[src/sv/gtd_pkg.sv]
// ----------------------------------------------------------------------------
// gtd_pkg: shared types and constants of the Goertzel tone detector
// Field widths, fixed-point scaling, register indexes and the item types
// that travel between the front end, the sample queue, the core and the divider.
// ----------------------------------------------------------------------------
package gtd_pkg;

  localparam int SAMPLE_W    = 16;  // Q1.15 sample
  localparam int COS_W       = 19;  // 2*cos(w), Q.16
  localparam int SIN_W       = 18;  // sin(w), Q.16
  localparam int LEN_CFG_W   = 13;  // block length register
  localparam int CFG_W       = 19;  // widest register
  localparam int CFG_IDX_W   = 2;
  localparam int DELAY_W     = 48;  // recurrence state
  localparam int SUM_W       = 52;  // headroom for y and bin numerators
  localparam int SPLIT_W     = 24;  // delay word split for the multiplier
  localparam int MUL_B_W     = SPLIT_W + 1;
  localparam int MUL_W       = COS_W + MUL_B_W;
  localparam int PROD_W      = 68;  // full coef * delay product
  localparam int BIN_W       = 32;
  localparam int MUL_SHIFT   = 16;  // Q.16 scaling
  localparam int RE_SHIFT    = 17;  // half of 2*cos for the real part
  localparam int QUEUE_DEPTH = 4;
  localparam int QPTR_W      = 2;

  localparam logic [LEN_CFG_W-1:0] BLOCK_LEN_RST = LEN_CFG_W'(256);
  localparam int LEN_CFG_MAX = (1 << LEN_CFG_W) - 1;

  localparam logic signed [DELAY_W-1:0] DELAY_MAX = {1'b0, {(DELAY_W-1){1'b1}}};
  localparam logic signed [DELAY_W-1:0] DELAY_MIN = {1'b1, {(DELAY_W-1){1'b0}}};
  localparam logic signed [BIN_W-1:0]   BIN_MAX   = {1'b0, {(BIN_W-1){1'b1}}};
  localparam logic signed [BIN_W-1:0]   BIN_MIN   = {1'b1, {(BIN_W-1){1'b0}}};

  typedef enum logic [CFG_IDX_W-1:0] {
    CFG_COEF_COS  = 2'd0,
    CFG_COEF_SIN  = 2'd1,
    CFG_BLOCK_LEN = 2'd2
  } cfg_idx_e;

  typedef struct packed {
    logic signed [SAMPLE_W-1:0] sample;
    logic                       last;
  } q_item_t;

  typedef struct packed {
    logic                    start;
    logic signed [SUM_W-1:0] num;
  } div_req_t;

  typedef struct packed {
    logic                    done;
    logic signed [BIN_W-1:0] quot;
  } div_rsp_t;

endpackage

[src/sv/goertzel_tone_detector_top.sv]
// ----------------------------------------------------------------------------
// goertzel_tone_detector_top: single-bin Goertzel tone detector
// Fixed-point Goertzel recurrence over a programmable block of samples,
// giving one saturated complex bin, divided by the block length, per block.
// ----------------------------------------------------------------------------
// Usage:
//   Input channel: drive sample_i and raise push; a beat is taken on a clock
//   edge with push high and full low. Result channel: while empty is low,
//   bin_real_o/bin_imag_o carry the oldest bin; pop takes it.
//   Config: write coef_cos (index 0), coef_sin (1) or block_len (2) through
//   cfg_we_i/cfg_idx_i/cfg_wdata_i while the block is idle. Any listed write
//   also restarts the current block. Other indexes are ignored.
//   Sample handling: the core takes a sample only once it is through with the last,
//   sequencing one shared 19x25 multiplier over both halves of the 48-bit delay
//   word. After the last sample of a block come six multiply and rounding steps,
//   two one-bit-per-cycle divisions by the block length and a step that hands the
//   bin to the output register.
//   A four-beat sample queue sits in front of the core, so intake keeps going
//   while the core works; full rises only once the queue has filled.
//   If the receiver stalls, the finished bin holds in the output register and
//   the core keeps running samples until it has its next bin ready.
//   Reset: registers go to coef_cos = 0, coef_sin = 0, block_len = 256, the
//   delays and the sample count clear, queues empty.
// ----------------------------------------------------------------------------
module goertzel_tone_detector_top #(
  parameter int MAX_BLOCK_LEN = 4096
) (
  input  logic                                 clk_i,
  input  logic                                 rst_ni,
  input  logic                                 push,
  output logic                                 full,
  input  logic signed [gtd_pkg::SAMPLE_W-1:0]  sample_i,
  output logic                                 empty,
  input  logic                                 pop,
  output logic signed [gtd_pkg::BIN_W-1:0]     bin_real_o,
  output logic signed [gtd_pkg::BIN_W-1:0]     bin_imag_o,
  input  logic                                 cfg_we_i,
  input  logic [gtd_pkg::CFG_IDX_W-1:0]        cfg_idx_i,
  input  logic [gtd_pkg::CFG_W-1:0]            cfg_wdata_i
);
  import gtd_pkg::*;

  // block lengths above the register range can never be reached
  localparam int LenCap = (MAX_BLOCK_LEN < LEN_CFG_MAX) ? MAX_BLOCK_LEN : LEN_CFG_MAX;
  localparam int LEN_W  = $clog2(LenCap + 1);

  // configuration registers
  logic signed [COS_W-1:0]  coef_cos_q;
  logic signed [SIN_W-1:0]  coef_sin_q;
  logic [LEN_CFG_W-1:0]     block_len_q;
  logic                     cfg_hit;
  logic [LEN_W-1:0]         eff_len;

  // decode the write; unknown indexes leave everything alone
  always_comb begin
    unique case (cfg_idx_i)
      CFG_COEF_COS, CFG_COEF_SIN, CFG_BLOCK_LEN: cfg_hit = cfg_we_i;
      default:                                   cfg_hit = 1'b0;
    endcase
  end

  always_ff @(posedge clk_i or negedge rst_ni) begin
    if (!rst_ni) begin
      coef_cos_q  <= '0;
      coef_sin_q  <= '0;
      block_len_q <= BLOCK_LEN_RST;
    end else if (cfg_we_i) begin
      case (cfg_idx_i)
        CFG_COEF_COS:  coef_cos_q  <= $signed(cfg_wdata_i[COS_W-1:0]);
        CFG_COEF_SIN:  coef_sin_q  <= $signed(cfg_wdata_i[SIN_W-1:0]);
        CFG_BLOCK_LEN: block_len_q <= cfg_wdata_i[LEN_CFG_W-1:0];
        default: begin
        end
      endcase
    end
  end

  // zero counts as one, clamp to the largest supported block
  always_comb begin
    if (block_len_q == '0) begin
      eff_len = LEN_W'(1);
    end else if (int'(block_len_q) > LenCap) begin
      eff_len = LEN_W'(LenCap);
    end else begin
      eff_len = block_len_q[LEN_W-1:0];
    end
  end

  // front end and sample queue
  logic    q_wr, q_rd, q_valid;
  q_item_t q_wr_data, q_rd_data;

  gtd_front #(.LEN_W(LEN_W)) u_front (
    .clk_i     (clk_i),
    .rst_ni    (rst_ni),
    .clr_i     (cfg_hit),
    .push_i    (push),
    .full_i    (full),
    .sample_i  (sample_i),
    .len_i     (eff_len),
    .wr_o      (q_wr),
    .wr_data_o (q_wr_data)
  );

  gtd_queue u_queue (
    .clk_i     (clk_i),
    .rst_ni    (rst_ni),
    .wr_i      (q_wr),
    .wr_data_i (q_wr_data),
    .full_o    (full),
    .rd_i      (q_rd),
    .rd_data_o (q_rd_data),
    .valid_o   (q_valid)
  );

  // core and divider
  div_req_t                div_req;
  div_rsp_t                div_rsp;
  logic                    res_valid, res_ready;
  logic signed [BIN_W-1:0] res_real, res_imag;

  gtd_core u_core (
    .clk_i        (clk_i),
    .rst_ni       (rst_ni),
    .clr_i        (cfg_hit),
    .coef_cos_i   (coef_cos_q),
    .coef_sin_i   (coef_sin_q),
    .item_i       (q_rd_data),
    .item_valid_i (q_valid),
    .item_rd_o    (q_rd),
    .div_req_o    (div_req),
    .div_rsp_i    (div_rsp),
    .res_valid_o  (res_valid),
    .res_ready_i  (res_ready),
    .res_real_o   (res_real),
    .res_imag_o   (res_imag)
  );

  gtd_div #(.LEN_W(LEN_W)) u_div (
    .clk_i  (clk_i),
    .rst_ni (rst_ni),
    .req_i  (div_req),
    .den_i  (eff_len),
    .rsp_o  (div_rsp)
  );

  // output register: load when free or being drained this cycle
  logic                    out_valid_q;
  logic signed [BIN_W-1:0] bin_real_q, bin_imag_q;

  assign res_ready  = !out_valid_q || pop;
  assign empty      = !out_valid_q;
  assign bin_real_o = bin_real_q;
  assign bin_imag_o = bin_imag_q;

  always_ff @(posedge clk_i or negedge rst_ni) begin
    if (!rst_ni) begin
      out_valid_q <= 1'b0;
      bin_real_q  <= '0;
      bin_imag_q  <= '0;
    end else if (res_valid && res_ready) begin
      out_valid_q <= 1'b1;
      bin_real_q  <= res_real;
      bin_imag_q  <= res_imag;
    end else if (pop && out_valid_q) begin
      out_valid_q <= 1'b0;
    end
  end

`ifndef NO_ASSERTIONS
  a_out_holds: assert property (@(posedge clk_i) disable iff (!rst_ni)
    out_valid_q && !pop |=> out_valid_q && $stable(bin_real_q) && $stable(bin_imag_q))
    else $error("top: waiting bin changed");
  a_len_nonzero: assert property (@(posedge clk_i) disable iff (!rst_ni)
    eff_len != '0)
    else $error("top: effective block length is zero");
`endif

endmodule

[src/sv/gtd_front.sv]
// ----------------------------------------------------------------------------
// gtd_front: sample intake
// Accepts samples, counts them against the block length and tags the last
// sample of each block before it enters the sample queue.
// ----------------------------------------------------------------------------
module gtd_front #(
  parameter int LEN_W = 13
) (
  input  logic                                 clk_i,
  input  logic                                 rst_ni,
  input  logic                                 clr_i,
  input  logic                                 push_i,
  input  logic                                 full_i,
  input  logic signed [gtd_pkg::SAMPLE_W-1:0]  sample_i,
  input  logic        [LEN_W-1:0]              len_i,
  output logic                                 wr_o,
  output gtd_pkg::q_item_t                     wr_data_o
);
  import gtd_pkg::*;

  logic [LEN_W-1:0] count_q, count_d;
  logic [LEN_W:0]   cnt_inc;
  logic             last;

  assign wr_o    = push_i && !full_i;
  assign cnt_inc = (LEN_W+1)'(count_q) + (LEN_W+1)'(1);
  assign last    = cnt_inc >= {1'b0, len_i};

  assign wr_data_o.sample = sample_i;
  assign wr_data_o.last   = last;

  always_comb begin
    count_d = count_q;
    if (clr_i) begin
      count_d = '0;
    end else if (wr_o) begin
      count_d = last ? '0 : cnt_inc[LEN_W-1:0];
    end
  end

  always_ff @(posedge clk_i or negedge rst_ni) begin
    if (!rst_ni) begin
      count_q <= '0;
    end else begin
      count_q <= count_d;
    end
  end

`ifndef NO_ASSERTIONS
  // the count never passes the block length
  a_count_in_range: assert property (@(posedge clk_i) disable iff (!rst_ni)
    {1'b0, count_q} < {1'b0, len_i} || clr_i || !wr_o)
    else $error("front: sample count out of range");
`endif

endmodule

[src/sv/gtd_queue.sv]
// ----------------------------------------------------------------------------
// gtd_queue: sample queue
// Short first-in first-out queue that decouples intake from the core.
// ----------------------------------------------------------------------------
module gtd_queue (
  input  logic             clk_i,
  input  logic             rst_ni,
  input  logic             wr_i,
  input  gtd_pkg::q_item_t wr_data_i,
  output logic             full_o,
  input  logic             rd_i,
  output gtd_pkg::q_item_t rd_data_o,
  output logic             valid_o
);
  import gtd_pkg::*;

  q_item_t           entry_q [QUEUE_DEPTH];
  logic [QPTR_W-1:0] wr_ptr_q, rd_ptr_q;
  logic [QPTR_W:0]   cnt_q;

  assign full_o    = cnt_q == (QPTR_W+1)'(QUEUE_DEPTH);
  assign valid_o   = cnt_q != '0;
  assign rd_data_o = entry_q[rd_ptr_q];

  always_ff @(posedge clk_i or negedge rst_ni) begin
    if (!rst_ni) begin
      wr_ptr_q <= '0;
      rd_ptr_q <= '0;
      cnt_q    <= '0;
    end else begin
      if (wr_i) begin
        wr_ptr_q <= wr_ptr_q + QPTR_W'(1);
      end
      if (rd_i) begin
        rd_ptr_q <= rd_ptr_q + QPTR_W'(1);
      end
      if (wr_i && !rd_i) begin
        cnt_q <= cnt_q + (QPTR_W+1)'(1);
      end else if (rd_i && !wr_i) begin
        cnt_q <= cnt_q - (QPTR_W+1)'(1);
      end
    end
  end

  always_ff @(posedge clk_i) begin
    if (wr_i) begin
      entry_q[wr_ptr_q] <= wr_data_i;
    end
  end

`ifndef NO_ASSERTIONS
  a_no_overflow: assert property (@(posedge clk_i) disable iff (!rst_ni)
    wr_i |-> !full_o)
    else $error("queue: write while full");
  a_no_underflow: assert property (@(posedge clk_i) disable iff (!rst_ni)
    rd_i |-> valid_o)
    else $error("queue: read while empty");
`endif

endmodule

[src/sv/gtd_div.sv]
// ----------------------------------------------------------------------------
// gtd_div: bin divider
// Restoring division of a signed numerator by the block length, one quotient
// bit per cycle, truncating toward zero and saturating to 32 bits.
// ----------------------------------------------------------------------------
module gtd_div #(
  parameter int LEN_W = 13
) (
  input  logic             clk_i,
  input  logic             rst_ni,
  input  gtd_pkg::div_req_t req_i,
  input  logic [LEN_W-1:0] den_i,
  output gtd_pkg::div_rsp_t rsp_o
);
  import gtd_pkg::*;

  localparam int CNT_W = $clog2(SUM_W + 1);

  logic                    busy_q, fin_q, neg_q, done_q;
  logic [CNT_W-1:0]        cnt_q;
  logic [LEN_W-1:0]        rem_q;
  logic [SUM_W-1:0]        quo_q;
  logic signed [BIN_W-1:0] quot_q;

  logic [LEN_W:0]   rem_sh, rem_sub;
  logic             ge;
  logic [SUM_W-1:0] mag;
  logic             q_big;
  logic [BIN_W-1:0] q_low;

  assign rem_sh  = {rem_q, quo_q[SUM_W-1]};
  assign ge      = rem_sh >= {1'b0, den_i};
  assign rem_sub = rem_sh - {1'b0, den_i};
  assign mag     = req_i.num[SUM_W-1] ? SUM_W'(-req_i.num) : SUM_W'(req_i.num);
  assign q_big   = |quo_q[SUM_W-1:BIN_W-1];
  assign q_low   = quo_q[BIN_W-1:0];

  assign rsp_o.done = done_q;
  assign rsp_o.quot = quot_q;

  always_ff @(posedge clk_i or negedge rst_ni) begin
    if (!rst_ni) begin
      busy_q <= 1'b0;
      fin_q  <= 1'b0;
      neg_q  <= 1'b0;
      done_q <= 1'b0;
      cnt_q  <= '0;
      rem_q  <= '0;
      quo_q  <= '0;
      quot_q <= '0;
    end else begin
      done_q <= 1'b0;
      fin_q  <= 1'b0;
      if (req_i.start) begin
        busy_q <= 1'b1;
        neg_q  <= req_i.num[SUM_W-1];
        quo_q  <= mag;
        rem_q  <= '0;
        cnt_q  <= CNT_W'(SUM_W);
      end else if (busy_q) begin
        // shift in one dividend bit, subtract when it fits
        rem_q <= ge ? rem_sub[LEN_W-1:0] : rem_sh[LEN_W-1:0];
        quo_q <= {quo_q[SUM_W-2:0], ge};
        cnt_q <= cnt_q - CNT_W'(1);
        if (cnt_q == CNT_W'(1)) begin
          busy_q <= 1'b0;
          fin_q  <= 1'b1;
        end
      end
      if (fin_q) begin
        done_q <= 1'b1;
        if (q_big) begin
          quot_q <= neg_q ? BIN_MIN : BIN_MAX;
        end else begin
          quot_q <= neg_q ? $signed(-q_low) : $signed(q_low);
        end
      end
    end
  end

`ifndef NO_ASSERTIONS
  a_start_when_free: assert property (@(posedge clk_i) disable iff (!rst_ni)
    req_i.start |-> !busy_q && !fin_q)
    else $error("div: start while busy");
  a_done_pulse: assert property (@(posedge clk_i) disable iff (!rst_ni)
    done_q |=> !done_q)
    else $error("div: done held more than one cycle");
`endif

endmodule

[src/sv/gtd_core.sv]
// ----------------------------------------------------------------------------
// gtd_core: Goertzel recurrence and bin computation
// Runs y = x + round(coef_cos*d1/2^16) - d2 on a shared 19x25 multiplier,
// then at block end forms the bin numerators and drives the divider.
// ----------------------------------------------------------------------------
module gtd_core (
  input  logic                                clk_i,
  input  logic                                rst_ni,
  input  logic                                clr_i,
  input  logic signed [gtd_pkg::COS_W-1:0]    coef_cos_i,
  input  logic signed [gtd_pkg::SIN_W-1:0]    coef_sin_i,
  input  gtd_pkg::q_item_t                    item_i,
  input  logic                                item_valid_i,
  output logic                                item_rd_o,
  output gtd_pkg::div_req_t                   div_req_o,
  input  gtd_pkg::div_rsp_t                   div_rsp_i,
  output logic                                res_valid_o,
  input  logic                                res_ready_i,
  output logic signed [gtd_pkg::BIN_W-1:0]    res_real_o,
  output logic signed [gtd_pkg::BIN_W-1:0]    res_imag_o
);
  import gtd_pkg::*;

  typedef enum logic [3:0] {
    ST_IDLE, ST_MLO, ST_MHI, ST_SUM, ST_UPD,
    ST_CLO, ST_CHI, ST_CSUM, ST_SLO, ST_SHI, ST_SSUM,
    ST_DRE, ST_DIM, ST_EMIT
  } state_e;

  state_e                    state_q;
  logic signed [SAMPLE_W-1:0] x_q;
  logic                      last_q;
  logic signed [DELAY_W-1:0] d1_q, d2_q;
  logic signed [MUL_W-1:0]   p_lo_q, p_hi_q;
  logic signed [SUM_W-1:0]   r_q, re_num_q;
  logic signed [BIN_W-1:0]   re_q, im_q;
  div_req_t                  div_req_q;

  logic                      use_sin, use_hi;
  logic signed [COS_W-1:0]   mul_a;
  logic signed [MUL_B_W-1:0] mul_b;
  logic signed [MUL_W-1:0]   mul_p;
  logic signed [PROD_W-1:0]  prod_full, rnd16, rnd17;
  logic signed [SUM_W-1:0]   scaled, y_full;
  logic signed [DELAY_W-1:0] y_sat;

  assign use_sin = (state_q == ST_SLO) || (state_q == ST_SHI);
  assign use_hi  = (state_q == ST_MHI) || (state_q == ST_CHI) || (state_q == ST_SHI);

  // shared multiplier: coef times one half of d1
  assign mul_a = use_sin ? COS_W'(coef_sin_i) : coef_cos_i;
  assign mul_b = use_hi ? MUL_B_W'($signed(d1_q[DELAY_W-1:SPLIT_W]))
                        : $signed({1'b0, d1_q[SPLIT_W-1:0]});
  assign mul_p = mul_a * mul_b;

  // recombine halves and round half up
  assign prod_full = (PROD_W'(p_hi_q) <<< SPLIT_W) + PROD_W'(p_lo_q);
  assign rnd16 = (prod_full + (PROD_W'(1) <<< (MUL_SHIFT - 1))) >>> MUL_SHIFT;
  assign rnd17 = (prod_full + (PROD_W'(1) <<< (RE_SHIFT - 1))) >>> RE_SHIFT;
  assign scaled = (state_q == ST_CSUM) ? rnd17[SUM_W-1:0] : rnd16[SUM_W-1:0];

  assign y_full = SUM_W'(x_q) + r_q - SUM_W'(d2_q);
  always_comb begin
    if (y_full > SUM_W'(DELAY_MAX)) begin
      y_sat = DELAY_MAX;
    end else if (y_full < SUM_W'(DELAY_MIN)) begin
      y_sat = DELAY_MIN;
    end else begin
      y_sat = y_full[DELAY_W-1:0];
    end
  end

  assign item_rd_o   = (state_q == ST_IDLE) && item_valid_i;
  assign res_valid_o = state_q == ST_EMIT;
  assign res_real_o  = re_q;
  assign res_imag_o  = im_q;
  assign div_req_o   = div_req_q;

  always_ff @(posedge clk_i or negedge rst_ni) begin
    if (!rst_ni) begin
      state_q   <= ST_IDLE;
      x_q       <= '0;
      last_q    <= 1'b0;
      d1_q      <= '0;
      d2_q      <= '0;
      p_lo_q    <= '0;
      p_hi_q    <= '0;
      r_q       <= '0;
      re_num_q  <= '0;
      re_q      <= '0;
      im_q      <= '0;
      div_req_q <= '0;
    end else begin
      div_req_q.start <= 1'b0;
      unique case (state_q)
        ST_IDLE: begin
          if (item_valid_i) begin
            x_q     <= item_i.sample;
            last_q  <= item_i.last;
            state_q <= ST_MLO;
          end
        end
        ST_MLO: begin
          p_lo_q  <= mul_p;
          state_q <= ST_MHI;
        end
        ST_MHI: begin
          p_hi_q  <= mul_p;
          state_q <= ST_SUM;
        end
        ST_SUM: begin
          r_q     <= scaled;
          state_q <= ST_UPD;
        end
        ST_UPD: begin
          d2_q    <= d1_q;
          d1_q    <= y_sat;
          state_q <= last_q ? ST_CLO : ST_IDLE;
        end
        ST_CLO: begin
          p_lo_q  <= mul_p;
          state_q <= ST_CHI;
        end
        ST_CHI: begin
          p_hi_q  <= mul_p;
          state_q <= ST_CSUM;
        end
        ST_CSUM: begin
          re_num_q <= scaled - SUM_W'(d2_q);
          state_q  <= ST_SLO;
        end
        ST_SLO: begin
          p_lo_q  <= mul_p;
          state_q <= ST_SHI;
        end
        ST_SHI: begin
          p_hi_q  <= mul_p;
          state_q <= ST_SSUM;
        end
        ST_SSUM: begin
          // keep the imaginary numerator, start the real division, open a new block
          r_q       <= scaled;
          div_req_q <= '{start: 1'b1, num: re_num_q};
          d1_q      <= '0;
          d2_q      <= '0;
          state_q   <= ST_DRE;
        end
        ST_DRE: begin
          if (div_rsp_i.done) begin
            re_q      <= div_rsp_i.quot;
            div_req_q <= '{start: 1'b1, num: r_q};
            state_q   <= ST_DIM;
          end
        end
        ST_DIM: begin
          if (div_rsp_i.done) begin
            im_q    <= div_rsp_i.quot;
            state_q <= ST_EMIT;
          end
        end
        ST_EMIT: begin
          if (res_ready_i) begin
            state_q <= ST_IDLE;
          end
        end
        default: begin
          state_q <= ST_IDLE;
        end
      endcase
      if (clr_i) begin
        d1_q <= '0;
        d2_q <= '0;
      end
    end
  end

`ifndef NO_ASSERTIONS
  a_emit_holds: assert property (@(posedge clk_i) disable iff (!rst_ni)
    res_valid_o && !res_ready_i |=> res_valid_o && $stable(re_q) && $stable(im_q))
    else $error("core: result changed while waiting");
  a_start_only_dividing: assert property (@(posedge clk_i) disable iff (!rst_ni)
    div_req_q.start |-> state_q == ST_DRE || state_q == ST_DIM)
    else $error("core: divider started outside bin phase");
`endif

endmodule
[config.mk]
export PLATFORM = sky130hd
export DESIGN_NAME = goertzel_tone_detector_top
export DESIGN_NICKNAME = d
export VERILOG_FILES = /design/src/sv/gtd_pkg.sv /design/src/sv/goertzel_tone_detector_top.sv /design/src/sv/gtd_front.sv /design/src/sv/gtd_queue.sv /design/src/sv/gtd_div.sv /design/src/sv/gtd_core.sv
export SDC_FILE = /design/constraint.sdc
export NUM_CORES = 2
export LEC_CHECK = 0
export BUFFER_PORTS_ARGS = -buffer_cell sky130_fd_sc_hd__buf_4
export CAP_MARGIN = 30
export CELL_PAD_IN_SITES_DETAIL_PLACEMENT = 1
export CELL_PAD_IN_SITES_GLOBAL_PLACEMENT = 2
export CORE_MARGIN = 1.5
export CORE_UTILIZATION = 43
export CTS_BUF_LIST = sky130_fd_sc_hd__clkbuf_2
export CTS_CLUSTER_SIZE = 25
export DETAILED_ROUTE_END_ITERATION = 8
export PLACE_DENSITY = 0.94
export REMOVE_ABC_BUFFERS = 1
export SLEW_MARGIN = 15
export SYNTH_ARGS = -nofsm -noshare
export SYNTH_HDL_FRONTEND = slang
export SYNTH_HIERARCHICAL = 1
export SYNTH_SLANG_ARGS = --single-unit
[constraint.sdc]
create_clock -name clk_i -period 10.7 [get_ports clk_i]
set_clock_uncertainty 0.05 [all_clocks]
set_input_delay 1.07 -clock clk_i [delete_from_list [all_inputs] [get_ports clk_i]]
set_output_delay 1.07 -clock clk_i [all_outputs]
set_load 0.05 [all_outputs]
Word-level counts from Yosys, hierarchy flattened

Memories as Yosys holds them, arrays and structs flattened. A register that Yosys moved wholly into a read port is not among the register bits.
Cells that the tools add are included.

$add $sub $neg: 15
Multiply operators: 1
Magnitude comparators: 5
Equality and inequality tests: 21
Multiplexer cells: 47
Reductions and logical operators: 38

Operators with widths:

| operator               | number |
|---|---|
| $mux 52                | 4 |
| $mux 48                | 4 |
| $pmux 48 s2            | 2 |
| $pmux 53 s2            | 1 |
| $mux 13                | 8 |
| $sub 52x48->52         | 2 |
| $mux 32                | 3 |
| $add 68x17->68 const B | 1 |
| $add 68x18->68 const B | 1 |
| $add 68x44->68         | 1 |
| $pmux 4 s14            | 1 |
| $mux 53                | 1 |
| $add 16x52->52         | 1 |
| $gt 52x48->1 const B   | 1 |
| $lt 52x48->1 const B   | 1 |
| $neg 52->52            | 1 |
| $mul 19x25->44         | 1 |
| $neg 32->32            | 1 |
| $ge 14x13->1           | 2 |
| $mux 25                | 1 |
| $eq 4x4->1 const B     | 6 |
| $reduce_or 21->1       | 1 |
| $mux 19                | 1 |
| $eq 4x3->1 const B     | 4 |
| 30 further kinds       | 77 |

Register bits after elaboration: 651
Bits in writable memories: 68
Input port bits: 42
Output and inout port bits: 66
Word-level logic and storage cells: 157
Memories kept: 1

Memories:

| name            | depth | bits a word | rd ports | clocked after Yosys merged registers in | write ports | RTL line        | text |
|---|---|---|---|---|---|---|---|
| u_queue.entry_q | 4     | 17          | 1        | 1                                       | 1           | gtd_queue.sv:17 | `q_item_t entry_q [QUEUE_DEPTH];` |

Logic depth before layout (Yosys ltp)

Depth after elaboration: 7
Depth in mapped cells: 34
Depth with buffers taken out: 30

Modules after synthesis

The synthesis kept the hierarchy.

By module, submodules not included:

| module                     | instances | cells an instance | area each (µm²) | sequential area each (µm²) |
|---|---|---|---|---|
| gtd_core                   | 1         | 5144              | 45484.9         | 10284.9 |
| gtd_div                    | 1         | 911               | 7657.3          | 2677.6 |
| goertzel_tone_detector_top | 1         | 265               | 4448.0          | 2879.0 |
| gtd_queue                  | 1         | 123               | 2891.5          | 2217.1 |
| gtd_front                  | 1         | 148               | 1340.0          | 325.3 |

Least setup slack after synthesis

Ideal clock, no wire load.

Path kind: reg-to-reg
From: register u_core.state_q[3]
To: register u_core.p_hi_q[42]
Setup time: 136 ps
Arrival: 8406 ps
Required time: 10514 ps
Path slack: 2108 ps
Stages on the path, launching flop included: 30
Buffers on the path: 4
Clock period less this slack: 8592 ps
Cells stage by stage: dfrtp_1 > clkbuf_1 > nor2b_1 > and2_1 > clkbuf_1 > clkbuf_1 > mux2i_1 > clkbuf_1 > nor2_1 > fa_1 > inv_1 > fa_1 > fa_1 > inv_1 > fa_1 > fa_1 > fa_1 > ha_1 > ha_1 > and3_1 > and3_1 > a211oi_1 > o21ai_0 > o311ai_0 > o21a_1 > a211oi_1 > or3_1 > a21oi_1 > xnor2_1 > o21ai_0

Longest elaborated chain between the ends: 5
Elaborated cells between the ends (all ways): 11
Classes of those cells: mul (1); eq/ne (4); mux (2); reduce/logical (4)

RTL lines:

| what                                            | RTL line                       | text |
|---|---|---|
| start: declaration                              | gtd_core.sv:30                 | `state_e state_q;` |
| start signal: assignment                        | gtd_core.sv:118                | `state_q <= last_q ? ST_CLO : ST_IDLE;` |
| $eq 4x2->1 / $eq 4x3->1 (equally long branches) | gtd_core.sv:48, gtd_core.sv:95 |  |
| $logic_or 1x1->1 (2 in a row)                   | gtd_core.sv:48                 | `assign use_hi = (state_q == ST_MHI) \|\| (state_q == ST_CHI) \|\| (state_q == ST_SHI);` |
| $mux 25                                         | gtd_core.sv:52                 | `assign mul_b = use_hi ? MUL_B_W'($signed(d1_q[DELAY_W-1:SPLIT_W]))` |
| $mul 19x25->44                                  | gtd_core.sv:54                 | `assign mul_p = mul_a * mul_b;` |
| end signal: assignment                          | gtd_core.sv:108                | `p_hi_q <= mul_p;` |
| end signal: assignment                          | gtd_core.sv:125                | `p_hi_q <= mul_p;` |
| end signal: assignment                          | gtd_core.sv:137                | `p_hi_q <= mul_p;` |
| end: declaration                                | gtd_core.sv:34                 | `logic signed [MUL_W-1:0] p_lo_q, p_hi_q;` |

Several ways; a longest one is shown, not always the timed one.
A chain may end at the register's enable or synchronous reset.

Worst setup path after layout

From: register u_core.state_q[3]
To: register u_core.p_hi_q[41]

The elaborated chain is that of the path after synthesis.

==> flow_metrics.env <==
export IMPL_outcome="finished clean"
export IMPL_die_x_um=382
export IMPL_slowest_delay_ns=0.74
export IMPL_route_met3_wl_um=14000
export IMPL_place_gp_congestion=0.963
export IMPL_min_path_cells=3
export IMPL_netlist_cell_type_count=119
export IMPL_ys_top_cells_by_area="dfrtp_1, fa_1, ha_1"
export IMPL_clk_path_buf_depth=3
export IMPL_cts_tree="yes"
export IMPL_holdCritPathClass="in -> reg"
export IMPL_nets=7626
export IMPL_async_reset_ff_share_pct=90.6
export IMPL_start_util_pct=43.5
export IMPL_power_density_nw_per_um2=112
export IMPL_port_buffers=107
export IMPL_rows=138
export IMPL_grt_overflow=0
export IMPL_crit_top_cell="fa_1"
export IMPL_yosysSeqAreaShare_pct=29.7
export IMPL_synth_compound_area_share_pct=14.5
export IMPL_grt_first_pass_wirelength_um=334000
export IMPL_drv_slew=0
export IMPL_final_util_pct=47.2
export IMPL_cp_required_ns=12.13
export IMPL_synth_top_family_by_area="adder cells"
export IMPL_crit_fanout=20
export IMPL_clk_latency_ns=1.73
export IMPL_syn_mean_instance_area_sq_um=9.38
export IMPL_layout_drive_gt1_share_pct=12.7
export IMPL_cts_root_buf="clkbuf_2"
export IMPL_syn_cell_area_sq_um=61800
export IMPL_critical_path_class="reg -> reg"
export IMPL_synth_simple_area_share_pct=14.7
export IMPL_wl_met1_um=91900
export IMPL_io_pins=108
export IMPL_synthTopCellsByCount="nand2_1, inv_1, dfrtp_1"
export IMPL_synth_mux_area_fraction_pct=5.86
export IMPL_clk_pin_slew_worst_paths_ns=0.19
export IMPL_rsz0062_at_grt="false"
export IMPL_die_h_um=382
export IMPL_yosys_register_bits=721
export IMPL_synth_top_area_share_pct=26.4
export IMPL_slowest_stage="inv_1"
export IMPL_synthAdderAreaFrac_pct=23.3
export IMPL_yosysTopAreaCell="dfrtp_1"
export IMPL_clock_fmax_ghz=0.0993
export IMPL_ir_drop_uv=84.9
export IMPL_core_sq_um=142000
export IMPL_vias=51453
export IMPL_setup_ws_ns=0.631
export IMPL_antenna_found_initial=11
export IMPL_setup_viol=0
export IMPL_cts_buffers=188
export IMPL_reg2regPathDepth=25
export IMPL_via_per_inst=5.85
export IMPL_dp_hpwl_um=167000
export IMPL_fin_crit_sh_pct=94.1
export IMPL_grt_usage_pct=29.8
export IMPL_wl_per_cell_um=24.7
export IMPL_first_global_vias=54594
export IMPL_dieArea_sq_um=146000
export IMPL_cts_htree_levels=4
export IMPL_crit_path_end_kind="register"
export IMPL_worstPathArrival_ns=11.50
export IMPL_drt_iter0_drc=4143
export IMPL_routed_wirelength_um=217000
export IMPL_dr_wl_met2_um=101000
export IMPL_detailedPlace_worstSlack_ns=0.882
export IMPL_hold_viol_final=0
export IMPL_synthFlopType="dfrtp_1"
export IMPL_max_slew_margin_rel_pct=23.9
export IMPL_clock_sinks=721
export IMPL_netlist_instances=6591
export IMPL_ant_nets=0
export IMPL_grt_max_degree=148
export IMPL_synth_edff_count=68
export IMPL_ys_warn_count=6
export IMPL_top_layer_used="met5"
export IMPL_min_period_ns=10.07
export IMPL_drc=0
export IMPL_worst_pin_slew_ns=1.14
export IMPL_drt_pass1_iter_count=6
export IMPL_max_cap_violations=0
export IMPL_yosysMostFrequentCell="nand2_1"
export IMPL_crit_path_start_kind="register"
export IMPL_leakagePower_nw=32.6
export IMPL_synthXorXnorAreaFrac_pct=4.78
export IMPL_area_delta_synth_final_pct=8.58
-- registers in the layout, indices dropped and copies added (netlist names), 44 cells and up --
name	count
u_core/d1_q	48
u_core/d2_q	48
u_core/div_req_o	53
u_core/p_hi_q	44
u_core/r_q	52
u_core/re_num_q	52
u_div/quo_q	52
u_queue/entry_q	68
-- worst max-delay path: cells and delay by family (launching register included) --
family	cells	cell delay [ns]
AOI/OAI and AO/OA	11	2.82
xor gates and xnor gates	1	0.21
adders and majority gates	8	3.82
buffers and inverters	1	0.74
DFF	1	0.71
and+or+nand+nor	4	1.55
-- final timing paths --
path | startpoint | to | slack (ns)
max reg2reg | u_core/state_q[3] | u_core/p_hi_q[41] | 0.63
min in group asynchronous | rst_ni | bin_imag_o[9] | 0.56
max in group asynchronous | rst_ni | coef_cos_q[14] | 8.41
max | u_core/state_q[3] | u_core/p_hi_q[41] | 0.63
min | cfg_wdata_i[6] | coef_cos_q[6] | 0.12
min reg2reg | u_core/res_real_o[5] | bin_real_o[5] | 0.42
-- logic make-up (layout without fill, tap and decap cells) --
group	Yosys count	in the layout
compound gates	1323	1323
xor+xnor	335	335
fa+ha+maj	836	836
buf+inv	1103	1411
flops	721	721
mux	310	310
other cells	0	5
simple gates	1963	1963
-- placed cells by master (no fill, tap or decap), types with 36 or more instances in the layout --
master | netlist | layout
a211oi_1 | 73 | 73
a21o_1 | 120 | 120
a21oi_1 | 273 | 272
a22o_1 | 50 | 49
a22oi_1 | 71 | 70
a31oi_1 | 36 | 36
and3_1 | 40 | 40
buf_4 | 26 | 212
clkbuf_2 | 0 | 272
clkinv_1 | 1 | 40
dfrtp_1 | 652 | 648
dlygate4sd3_1 | 0 | 66
edfxtp_1 | 68 | 68
fa_1 | 526 | 526
ha_1 | 310 | 310
inv_1 | 777 | 776
mux2_2 | 215 | 215
mux2i_1 | 77 | 72
nand2_1 | 866 | 866
nand3_1 | 111 | 111
nand4_1 | 69 | 69
nor2_1 | 447 | 445
nor2b_1 | 71 | 71
nor3_1 | 72 | 71
nor4_1 | 50 | 50
o21ai_0 | 318 | 316
o31ai_1 | 37 | 37
xnor2_1 | 200 | 200
xor2_1 | 132 | 132
-- area by class of cell --
class                           instances  area [sq um]
Fill cell                           16386         75000
Multi-Input combinational cell       4767         39100
Sequential cell                       721         18400
Inverter                              778          2920
Timing Repair Buffer                  292          2490
Tap cell                             1890          2360
Clock buffer                          272          1360
Clock inverter                         69           450
Antenna cell                            5          12.5
-- metal layers --
metal / track usage (%) / up-vias
met5: 0 / -
met2: 47.7 / 1695
met4: 12.9 / 2
met1: 39.3 / 26556
li1: - / 22758
met3: 5.61 / 442
-- where the power goes --
group	total, W	leakage (nW)	internal [W]	switching, W
sequential	0.00322	9.37	0.00298	0.000238
combinational	0.00218	21.8	0.000826	0.00136
clock	0.00209	1.36	0.000792	0.00130
-- stage by stage --
step / TNS, ns / hold slack, ns / cells / power, W / instance area, sq um
floorplan: -104.92 / 0.393 / 6266 / 0.00458 / 60400
global placement: 0 / 0.411 / 8366 / 0.00527 / 64400
detailed placement: 0 / 0.421 / 8373 / 0.00537 / 64500
CTS: 0 / 0.00465 / 8781 / 0.00751 / 67000
global route: 0 / 0.0653 / 8793 / 0.00792 / 67100
finish: 0 / 0.125 / 8794 / 0.00749 / 67100
-- timing repair --
item | CTS | global route
hold buffers | 67 | 0
resized for setup | 0 | 0
setup buffers | 0 | 0
endpoints found under the hold margin | 315 | 0
No activity file was read; power rests on OpenSTA's default activity.
